### src/sv/csld_pkg.sv
// Package for the complement-synchronized length deframer.
// Holds the phase codes, result and push types and the queue sizing.
// No dependencies.
`timescale 1ns / 1ps
`default_nettype none

package csld_pkg;

  // Deframer phases
  localparam logic [1:0] PH_IDLE   = 2'd0;  // no candidate header
  localparam logic [1:0] PH_CAND   = 2'd1;  // candidate header held
  localparam logic [1:0] PH_LENGTH = 2'd2;  // expecting length byte
  localparam logic [1:0] PH_STREAM = 2'd3;  // payload and trailing byte

  // Output queue sizing
  localparam int unsigned QDepth = 4;
  localparam int unsigned QPtrW  = 2;
  localparam int unsigned QCntW  = 3;

  // One result item
  typedef struct packed {
    logic [7:0] packet_byte;
    logic       first_of_packet;
    logic       last_of_packet;
  } result_t;

  // Results written into the queue in one cycle (zero, one or two)
  typedef struct packed {
    logic [1:0] num;
    result_t    r0;
    result_t    r1;
  } push_t;

endpackage

`default_nettype wire

### src/sv/csld_if.sv
// Valid/ready channel interfaces for the deframer.
// Input carries received bytes, output carries packet bytes with marks.
// No dependencies.
`timescale 1ns / 1ps
`default_nettype none

interface csld_in_if;
  logic       valid;
  logic       ready;
  logic [7:0] rx_byte;

  modport source (output valid, output rx_byte, input ready);
  modport sink (input valid, input rx_byte, output ready);
endinterface

interface csld_out_if;
  logic       valid;
  logic       ready;
  logic [7:0] packet_byte;
  logic       first_of_packet;
  logic       last_of_packet;

  modport source (output valid, output packet_byte, output first_of_packet,
                  output last_of_packet, input ready);
  modport sink (input valid, input packet_byte, input first_of_packet,
                input last_of_packet, output ready);
endinterface

`default_nettype wire

### src/sv/csld_core.sv
// Deframer core: input register and per-byte phase update.
// Produces zero, one or two results per item. Depends on csld_pkg.
`timescale 1ns / 1ps
`default_nettype none

module csld_core (
  input  wire logic           clk_i,
  input  wire logic           rst_ni,
  input  wire logic           in_valid_i,
  output logic                in_ready_o,
  input  wire logic [7:0]     in_byte_i,
  input  wire logic           room_i,
  output csld_pkg::push_t     push_o
);
  import csld_pkg::*;

  logic       stage_valid_q, stage_valid_d;
  logic [7:0] stage_byte_q;
  logic       fire;

  logic [1:0] phase_q, phase_d;
  logic [7:0] held_q, held_d;
  logic [8:0] left_q, left_d;
  push_t      push;

  // Staged item is processed once the queue has room for two results
  assign fire          = stage_valid_q & room_i;
  assign in_ready_o    = ~stage_valid_q | fire;
  assign stage_valid_d = in_valid_i | (stage_valid_q & ~fire);

  always_ff @(posedge clk_i or negedge rst_ni) begin
    if (!rst_ni) begin
      stage_valid_q <= 1'b0;
    end else begin
      stage_valid_q <= stage_valid_d;
    end
  end

  always_ff @(posedge clk_i) begin
    if (in_valid_i && in_ready_o) begin
      stage_byte_q <= in_byte_i;
    end
  end

  // Phase update and result generation
  always_comb begin
    phase_d = phase_q;
    held_d  = held_q;
    left_d  = left_q;
    push    = '0;
    case (phase_q)
      PH_IDLE: begin
        held_d  = stage_byte_q;
        phase_d = PH_CAND;
      end
      PH_CAND: begin
        if (stage_byte_q == ~held_q) begin
          push.num = 2'd2;
          push.r0  = '{packet_byte: held_q, first_of_packet: 1'b1, last_of_packet: 1'b0};
          push.r1  = '{packet_byte: stage_byte_q, first_of_packet: 1'b0,
                       last_of_packet: 1'b0};
          phase_d  = PH_LENGTH;
        end else begin
          held_d = stage_byte_q;
        end
      end
      PH_LENGTH: begin
        push.num = 2'd1;
        push.r0  = '{packet_byte: stage_byte_q, first_of_packet: 1'b0,
                     last_of_packet: 1'b0};
        left_d   = {1'b0, stage_byte_q} + 9'd1;
        phase_d  = PH_STREAM;
      end
      default: begin
        push.num = 2'd1;
        if (left_q <= 9'd1) begin
          // trailing byte ends the packet
          push.r0 = '{packet_byte: stage_byte_q, first_of_packet: 1'b0,
                      last_of_packet: 1'b1};
          left_d  = '0;
          phase_d = PH_IDLE;
        end else begin
          push.r0 = '{packet_byte: stage_byte_q, first_of_packet: 1'b0,
                      last_of_packet: 1'b0};
          left_d  = left_q - 9'd1;
        end
      end
    endcase
    if (!fire) begin
      push.num = 2'd0;
    end
  end

  assign push_o = push;

  always_ff @(posedge clk_i or negedge rst_ni) begin
    if (!rst_ni) begin
      phase_q <= PH_IDLE;
      held_q  <= '0;
      left_q  <= '0;
    end else if (fire) begin
      phase_q <= phase_d;
      held_q  <= held_d;
      left_q  <= left_d;
    end
  end

endmodule

`default_nettype wire

### src/sv/csld_queue.sv
// Small result queue: up to two writes and one read per cycle.
// Registered output side of the deframer. Depends on csld_pkg.
`timescale 1ns / 1ps
`default_nettype none

module csld_queue (
  input  wire logic            clk_i,
  input  wire logic            rst_ni,
  input  csld_pkg::push_t      push_i,
  output logic                 room_o,
  output logic                 out_valid_o,
  input  wire logic            out_ready_i,
  output csld_pkg::result_t    out_data_o
);
  import csld_pkg::*;

  result_t           mem_q [QDepth];
  logic [QPtrW-1:0]  wr_q, wr_d, rd_q, rd_d;
  logic [QCntW-1:0]  cnt_q, cnt_d;
  logic              pop;

  assign out_valid_o = (cnt_q != '0);
  assign out_data_o  = mem_q[rd_q];
  assign pop         = out_valid_o & out_ready_i;
  // room for a full pair of results
  assign room_o      = (cnt_q <= QCntW'(QDepth - 2));

  // Pointer and fill count update
  always_comb begin
    wr_d  = wr_q + QPtrW'(push_i.num);
    rd_d  = rd_q + QPtrW'(pop);
    cnt_d = cnt_q + QCntW'(push_i.num) - QCntW'(pop);
  end

  always_ff @(posedge clk_i or negedge rst_ni) begin
    if (!rst_ni) begin
      wr_q  <= '0;
      rd_q  <= '0;
      cnt_q <= '0;
    end else begin
      wr_q  <= wr_d;
      rd_q  <= rd_d;
      cnt_q <= cnt_d;
    end
  end

  // Storage writes
  always_ff @(posedge clk_i) begin
    if (push_i.num != 2'd0) begin
      mem_q[wr_q] <= push_i.r0;
    end
    if (push_i.num == 2'd2) begin
      mem_q[wr_q + QPtrW'(1)] <= push_i.r1;
    end
  end

endmodule

`default_nettype wire

### src/sv/complement_sync_length_deframer.sv
// Top level of the complement-synchronized length deframer.
// Depends on csld_pkg, csld_if, csld_core and csld_queue.
//
// Takes one received byte per cycle while the queue has room and hunts for a
// header byte followed by its bitwise complement; the pair, the length byte N,
// N payload bytes and one trailing byte are then passed on in order, header
// marked first and trailing byte marked last. Bytes outside a packet are
// dropped. Each byte passes through the input register and then a four-entry
// result queue. One byte is accepted per cycle while the queue holds at most
// two results; the header pair writes two results in one cycle, which the
// queue absorbs.
`timescale 1ns / 1ps
`default_nettype none

module complement_sync_length_deframer (
  input  wire logic  clk_i,
  input  wire logic  rst_ni,
  csld_in_if.sink    rx_i,
  csld_out_if.source pkt_o
);
  import csld_pkg::*;

  push_t   push;
  logic    room;
  result_t head;

  // Phase tracking and result generation
  csld_core u_core (
    .clk_i      (clk_i),
    .rst_ni     (rst_ni),
    .in_valid_i (rx_i.valid),
    .in_ready_o (rx_i.ready),
    .in_byte_i  (rx_i.rx_byte),
    .room_i     (room),
    .push_o     (push)
  );

  // Result queue toward the output channel
  csld_queue u_queue (
    .clk_i       (clk_i),
    .rst_ni      (rst_ni),
    .push_i      (push),
    .room_o      (room),
    .out_valid_o (pkt_o.valid),
    .out_ready_i (pkt_o.ready),
    .out_data_o  (head)
  );

  assign pkt_o.packet_byte     = head.packet_byte;
  assign pkt_o.first_of_packet = head.first_of_packet;
  assign pkt_o.last_of_packet  = head.last_of_packet;

endmodule

`default_nettype wire
### src/flat_wrapper.sv
// flat-port wrapper written by rule: the top's interface ports become plain ports
module complement_sync_length_deframer_flat import csld_pkg::*;
  (clk_i, rst_ni, rx_i_valid, rx_i_rx_byte, rx_i_ready, pkt_o_valid, pkt_o_packet_byte, pkt_o_first_of_packet, pkt_o_last_of_packet, pkt_o_ready);
  csld_in_if rx_i_i ();
  csld_out_if pkt_o_i ();
  input  wire logic clk_i;
  input  wire logic rst_ni;
  input wire logic [$bits(rx_i_i.valid)-1:0] rx_i_valid;
  input wire logic [$bits(rx_i_i.rx_byte)-1:0] rx_i_rx_byte;
  output wire logic [$bits(rx_i_i.ready)-1:0] rx_i_ready;
  output wire logic [$bits(pkt_o_i.valid)-1:0] pkt_o_valid;
  output wire logic [$bits(pkt_o_i.packet_byte)-1:0] pkt_o_packet_byte;
  output wire logic [$bits(pkt_o_i.first_of_packet)-1:0] pkt_o_first_of_packet;
  output wire logic [$bits(pkt_o_i.last_of_packet)-1:0] pkt_o_last_of_packet;
  input wire logic [$bits(pkt_o_i.ready)-1:0] pkt_o_ready;
  assign rx_i_i.valid = rx_i_valid;
  assign rx_i_i.rx_byte = rx_i_rx_byte;
  assign rx_i_ready = rx_i_i.ready;
  assign pkt_o_valid = pkt_o_i.valid;
  assign pkt_o_packet_byte = pkt_o_i.packet_byte;
  assign pkt_o_first_of_packet = pkt_o_i.first_of_packet;
  assign pkt_o_last_of_packet = pkt_o_i.last_of_packet;
  assign pkt_o_i.ready = pkt_o_ready;
  complement_sync_length_deframer u_core (.clk_i(clk_i), .rst_ni(rst_ni), .rx_i(rx_i_i), .pkt_o(pkt_o_i));
endmodule
### config.mk
export PLATFORM = sky130hd
export DESIGN_NAME = complement_sync_length_deframer_flat
export DESIGN_NICKNAME = d
export VERILOG_FILES = /design/src/sv/csld_pkg.sv /design/src/sv/csld_if.sv /design/src/sv/csld_core.sv /design/src/sv/csld_queue.sv /design/src/sv/complement_sync_length_deframer.sv /design/src/flat_wrapper.sv
export SDC_FILE = /design/constraint.sdc
export NUM_CORES = 1
export LEC_CHECK = 0
export ABC_AREA = 0
export BUFFER_PORTS_ARGS = -buffer_cell sky130_fd_sc_hd__buf_2
export CAP_MARGIN = 5
export CORE_MARGIN = 1
export CORE_UTILIZATION = 65
export CTS_CLUSTER_SIZE = 30
export DETAILED_ROUTE_END_ITERATION = 16
export PLACE_DENSITY = 0.87
export SYNTH_ARGS = -nofsm -noshare
export SYNTH_HDL_FRONTEND = slang
export SYNTH_SLANG_ARGS = --single-unit
### constraint.sdc
create_clock -name clk_i -period 5.45 [get_ports clk_i]
set_clock_uncertainty 0.15 [all_clocks]
set_input_delay 0 -clock clk_i [delete_from_list [all_inputs] [get_ports clk_i]]
set_output_delay 0 -clock clk_i [all_outputs]
set_load 0.01 [all_outputs]
# After elaboration in Yosys (flattened, before gate mapping)

Memory sizes are Yosys's and may differ from the RTL's.
Cells that the tools add are included.

$add $sub $neg: 7
Multiply operators: 0
Div/mod/pow operators: 0
Order comparisons: 2
Eq/ne operators: 6
Shift-type cells: 0
Muxes and demuxes: 16
Bitwise gates (word level): 9
Reduce and logical (&&, ||, !) cells: 10

Operators with widths:

| operator            | count |
|---|---|
| $pmux 12 s3         | 1 |
| $mux 22             | 1 |
| $pmux 9 s2          | 1 |
| $pmux 8 s2          | 1 |
| $mux 10             | 1 |
| $add 8x1->9 const B | 1 |
| $le 9x1->1 const B  | 1 |
| $mux 9              | 1 |
| $sub 9x1->9 const B | 1 |
| $eq 8x8->1          | 1 |
| $mux 8              | 1 |
| $not 8->8           | 1 |
| $mux 2              | 3 |
| $pmux 2 s3          | 1 |
| $reduce_and 3->1    | 2 |
| $mux 1              | 5 |
| $eq 2x2->1 const B  | 2 |
| $ne 2x2->1 const B  | 2 |
| $reduce_bool 2->1   | 2 |
| $reduce_bool 4->1   | 1 |
| $add 3x2->3         | 1 |
| $and 1x1->1         | 3 |
| $le 3x2->1 const B  | 1 |
| $not 1->1           | 3 |
| 11 further kinds    | 12 |

Register bits: 35
Latch bits: 0
RAM bits: 40
ROM bits: 0
Bits of input ports: 12
Output and inout bits: 12
Logic and storage cells: 59
Memories: 1

Memories:

| name                 | depth | width | read ports | clocked after memory_dff | write ports | RTL line         | source |
|---|---|---|---|---|---|---|---|
| u_core.u_queue.mem_q | 4     | 10    | 1          | 0                        | 2           | csld_queue.sv:17 | `result_t mem_q [QDepth];` |

# Logic depth before layout (Yosys ltp)

Word-level depth: 8
Mapped depth: 12
Gate-level depth less buffers: 11

# Modules after synthesis

A second synthesis with hierarchy kept.

Cell total of the unflattened synthesis: 317
Area, all modules: 4310.4 sq um

Modules (own cells, without submodules):

| module     | times used | cells each | area each (sq um) | seq. area each (sq um) |
|---|---|---|---|---|
| csld_queue | 1          | 138        | 2523.7            | 1376.3 |
| csld_core  | 1          | 179        | 1786.7            | 740.7 |

# Least setup slack after synthesis

Ideal clock, no wire load.

Path type: reg-to-reg
Start point: register u_core.u_core.stage_byte_q[4]
End point: register u_core.u_queue.cnt_q[2]
Setup time: 0.123 ns
Arrival time: 2.571 ns
Required time: 5.177 ns
Path slack: 2.607 ns
Cell stages (with the launch flop): 11
Path buffers: 2
Clock period less this slack: 2.843 ns
Cell sequence: edfxtp_1 > buf_4 > xor2_1 > nand4_1 > nor3_4 > buf_2 > nand2_1 > ha_1 > fa_1 > xor2_1 > xnor2_1

Word-level cells in the longest chain between the ends: 6

Ends and longest elaborated chain:

| element                           | RTL line         | source |
|---|---|---|
| start, declared                   | csld_core.sv:18  | `logic [7:0] stage_byte_q;` |
| start signal, assigned            | csld_core.sv:41  | `stage_byte_q <= in_byte_i;` |
| $eq 8x8->1                        | csld_core.sv:57  | `if (stage_byte_q == ~held_q) begin` |
| $mux 22                           | csld_core.sv:57  |  |
| $pmux 12 s3                       | csld_core.sv:51  | `case (phase_q)` |
| $mux 2                            | csld_core.sv:89  | `if (!fire) begin` |
| $add 3x2->3                       | csld_queue.sv:32 | `cnt_d = cnt_q + QCntW'(push_i.num) - QCntW'(pop);` |
| $sub 3x1->3                       | csld_queue.sv:32 |  |
| named net u_core.u_queue.cnt_d[2] | csld_queue.sv:19 | `logic [QCntW-1:0] cnt_q, cnt_d;` |
| end signal, assigned              | csld_queue.sv:43 | `cnt_q <= cnt_d;` |
| end, declared                     | csld_queue.sv:19 |  |

The timed path passes the listed nets, and every way through them passes these cells.
A chain may end at the register's enable or synchronous reset.

# Worst setup path after layout

Start point: register u_core.u_core.stage_byte_q[3]
End point: register u_core.u_queue.cnt_q[2]

Same word-level chain as after synthesis.

==> run summary <==
outcome -> completed
Total GRT Usage -> 0.293
layout cells sized above 1 -> 0.180
worst vdd ir -> 0.373 mV
final worst path period share -> 0.583
worst skew pair latency -> 0.35 ns
DRC viols -> 0
met2 Track Usage GR -> 0.472
critical path launch point type -> flip-flop
GRT overflow -> 0
unrepaired setup endpoints after global routing -> no
Cell Pwr Density -> 540 nW/um2
Initial Util -> 0.679
detailed-route vias per instance -> 6.60
commonest non-fill, non-tap cell in the layout -> edfxtp_1
gr busiest metal -> met2
syn_area_per_cell -> 11.4 um2
highest clock rate -> 315 MHz
flops & latches, synth -> 75
Worst Tran Pin Value -> 0.883 ns
Crit. End Element -> flip-flop
via count -> 3056
GR Util met3 -> 0.0618
Max-slew headroom -> 0.408
initial antenna violation count -> 0
Routed WL -> 8770 um
placed cell count -> 436
leading cell types in the layout, fill and taps excluded -> 40 x edfxtp_1, 29 x o22ai_1, 27 x dfrtp_1
DRT iter0 DRCs -> 386
Finished Core Util -> 0.754
root buf cell -> clkbuf_8
Area growth, synth to finish -> 11.0%
EDFF count, synth -> 40
Pins Over Slew Limit -> 0
final non-filler cell total -> 463
fill count -> 389
Die ar. -> 6540 um2
antenna-violating nets left -> 0
minimum clock period -> 3.18 ns
first-pass GRT wire length -> 14100 um
Async SR Flop Fraction -> 0.360
die height -> 80.9 um
count of endpoints failing setup in the final report -> 0
CTS clk-pin slew, worst paths -> 0.09 ns
setup total negative slack -> 0 ns
Crit Path Category -> reg2reg
syn_nets -> 381
Seq/Total Area, Yosys -> 0.504
input/output buffers -> 23
FP Rows -> 28
Ports -> 24
Routed wire per std cell -> 18.9 um
Final Hold Viols -> 0
Main synth FF type -> edfxtp_1
Longest Clk Path Bufs -> 2
ANT cells -> 0
max cap viols -> 0
Min-Delay Path Class -> in2async
worst endpoint data arrival time -> 3.27 ns
width of the chip -> 80.9 um
DR pass1 iterations -> 5
clock sinks -> 75
Placer Congestion -> 0.947
CTS tree -> yes
CTS H-Tree Depth -> 3
leakage -> 1.68 nW
post-synth cell types -> 55
Detailed Place HPWL -> 6290 um
Cells after Synth -> 356
Post-CTS Repair Setup Buffers -> 0
crit-path max FO -> 17
vias in the first global route -> 2962
Worst Path Required -> 5.54 ns
met1 usage -> 0.369
Num CTS Buffers -> 9
CORE AREA -> 5960 um2
Synthesis Warnings -> 0
Post-Syn Area -> 4050 um2
largest net degree at the start of global routing -> 28
Final nets -> 408
## synth_stat cells, types with 9 or more instances
cell type	n	area share
inv_1	16	0.015
clkbuf_1	12	0.011
edfxtp_1	40	0.30
mux4_2	10	0.056
o22ai_1	29	0.045
o21ai_0	15	0.019
a21oi_1	10	0.012
dfrtp_1	27	0.17
nor2_1	22	0.020
a22oi_1	9	0.017
ha_1	12	0.037
nand2_1	21	0.019
xor2_1	11	0.024
mux2_2	9	0.025
nand3_1	11	0.014
## layer usage
metal,share of wire,up-vias
met2,0.49,167
met5,0,-
met4,0.025,0
met3,0.067,20
li1,-,1421
met1,0.42,1448
## flip-flops by register name, indices dropped and copies added (netlist names)
register,flops
u_core.u_core.phase_q,2
u_core.u_queue.rd_q,2
u_core.u_queue.cnt_q,3
u_core.u_queue.wr_q,2
u_core.u_core.left_q,9
u_core.u_queue.mem_q,40
u_core.u_core.stage_byte_q,8
u_core.u_core.held_q,8
u_core.u_core.stage_valid_q,1
## path summary, 6_finish.rpt
| check | start | to | slack, ns | cells past startpoint |
|---|---|---|---|---|
| hold / removal | rst_ni | u_core.u_core.phase_q[0] | 0.05 | 2 |
| max in group asynchronous | rst_ni | u_core.u_core.stage_valid_q | 4.68 | 2 |
| setup reg to reg | u_core.u_core.stage_byte_q[3] | u_core.u_queue.cnt_q[2] | 2.27 | 8 |
| hold reg to reg | u_core.u_queue.mem_q[3][0] | u_core.u_queue.mem_q[3][0] | 0.32 | 1 |
| min in group clk_i | rx_i_rx_byte[2] | u_core.u_core.stage_byte_q[2] | 0.21 | 2 |
| setup / recovery | u_core.u_core.stage_byte_q[3] | u_core.u_queue.cnt_q[2] | 2.27 | 8 |
## power by group
group | switching [W] | internal [W] | leakage [nW] | total (W)
sequential | 0.000190 | 0.000762 | 0.757 | 0.000953
combinational | 0.000580 | 0.000415 | 0.809 | 0.000995
clock | 0.000214 | 0.000261 | 0.112 | 0.000475
total | 0.000985 | 0.00144 | 1.68 | 0.00242
## worst max-delay path, stage by stage (launching register included)
cell and delay (ns):
edfxtp_1 0.55, xor2_1 0.26, nand4_1 0.32, nor3_4 0.61, nand2_1 0.13, ha_1 0.33
fa_1 0.43, xor2_1 0.16, xnor2_1 0.12
## cell families (layout without fill, tap and decap cells)
| logic type | count (synthesis) | count (layout) | share of synthesized area |
|---|---|---|---|
| DFF | 75 | 75 | 0.504 |
| xor gates and xnor gates | 19 | 19 | 0.0411 |
| AOI/OAI and AO/OA | 99 | 99 | 0.160 |
| buffers and inverters | 34 | 66 | 0.0390 |
| adders and majority gates | 13 | 13 | 0.0421 |
| and+or+nand+nor | 94 | 94 | 0.126 |
| muxes | 22 | 22 | 0.0882 |
## timing repair
action | in CTS | in global routing
resized for setup | 0 | 0
hold buffers | 11 | 0
endpoints found under the hold margin | 37 | 0
## metrics by stage
stage	area, um2	setup slack [ns]	power, W	hold slack (ns)
floorplan	4050	2.61	0.00169	-0.446
global placement	4160	2.38	0.00189	-0.108
detailed placement	4160	2.31	0.00194	-0.102
CTS	4490	2.30	0.00242	0.0668
global route	4490	2.10	0.00258	0.119
finish	4490	2.27	0.00242	0.0494
## cell type report
type	instances	area (um2)	area share
Sequential cell	75	2040	0.454
Multi-Input combinational cell	247	1850	0.412
Inverter	16	60.1	0.0134
Clock buffer	9	124	0.0276
Timing Repair Buffer	34	225	0.0502
Tap cell	75	93.8	0.0209
Clock inverter	7	98.8	0.0220
Note: power is estimated with default switching activity, not from simulation.
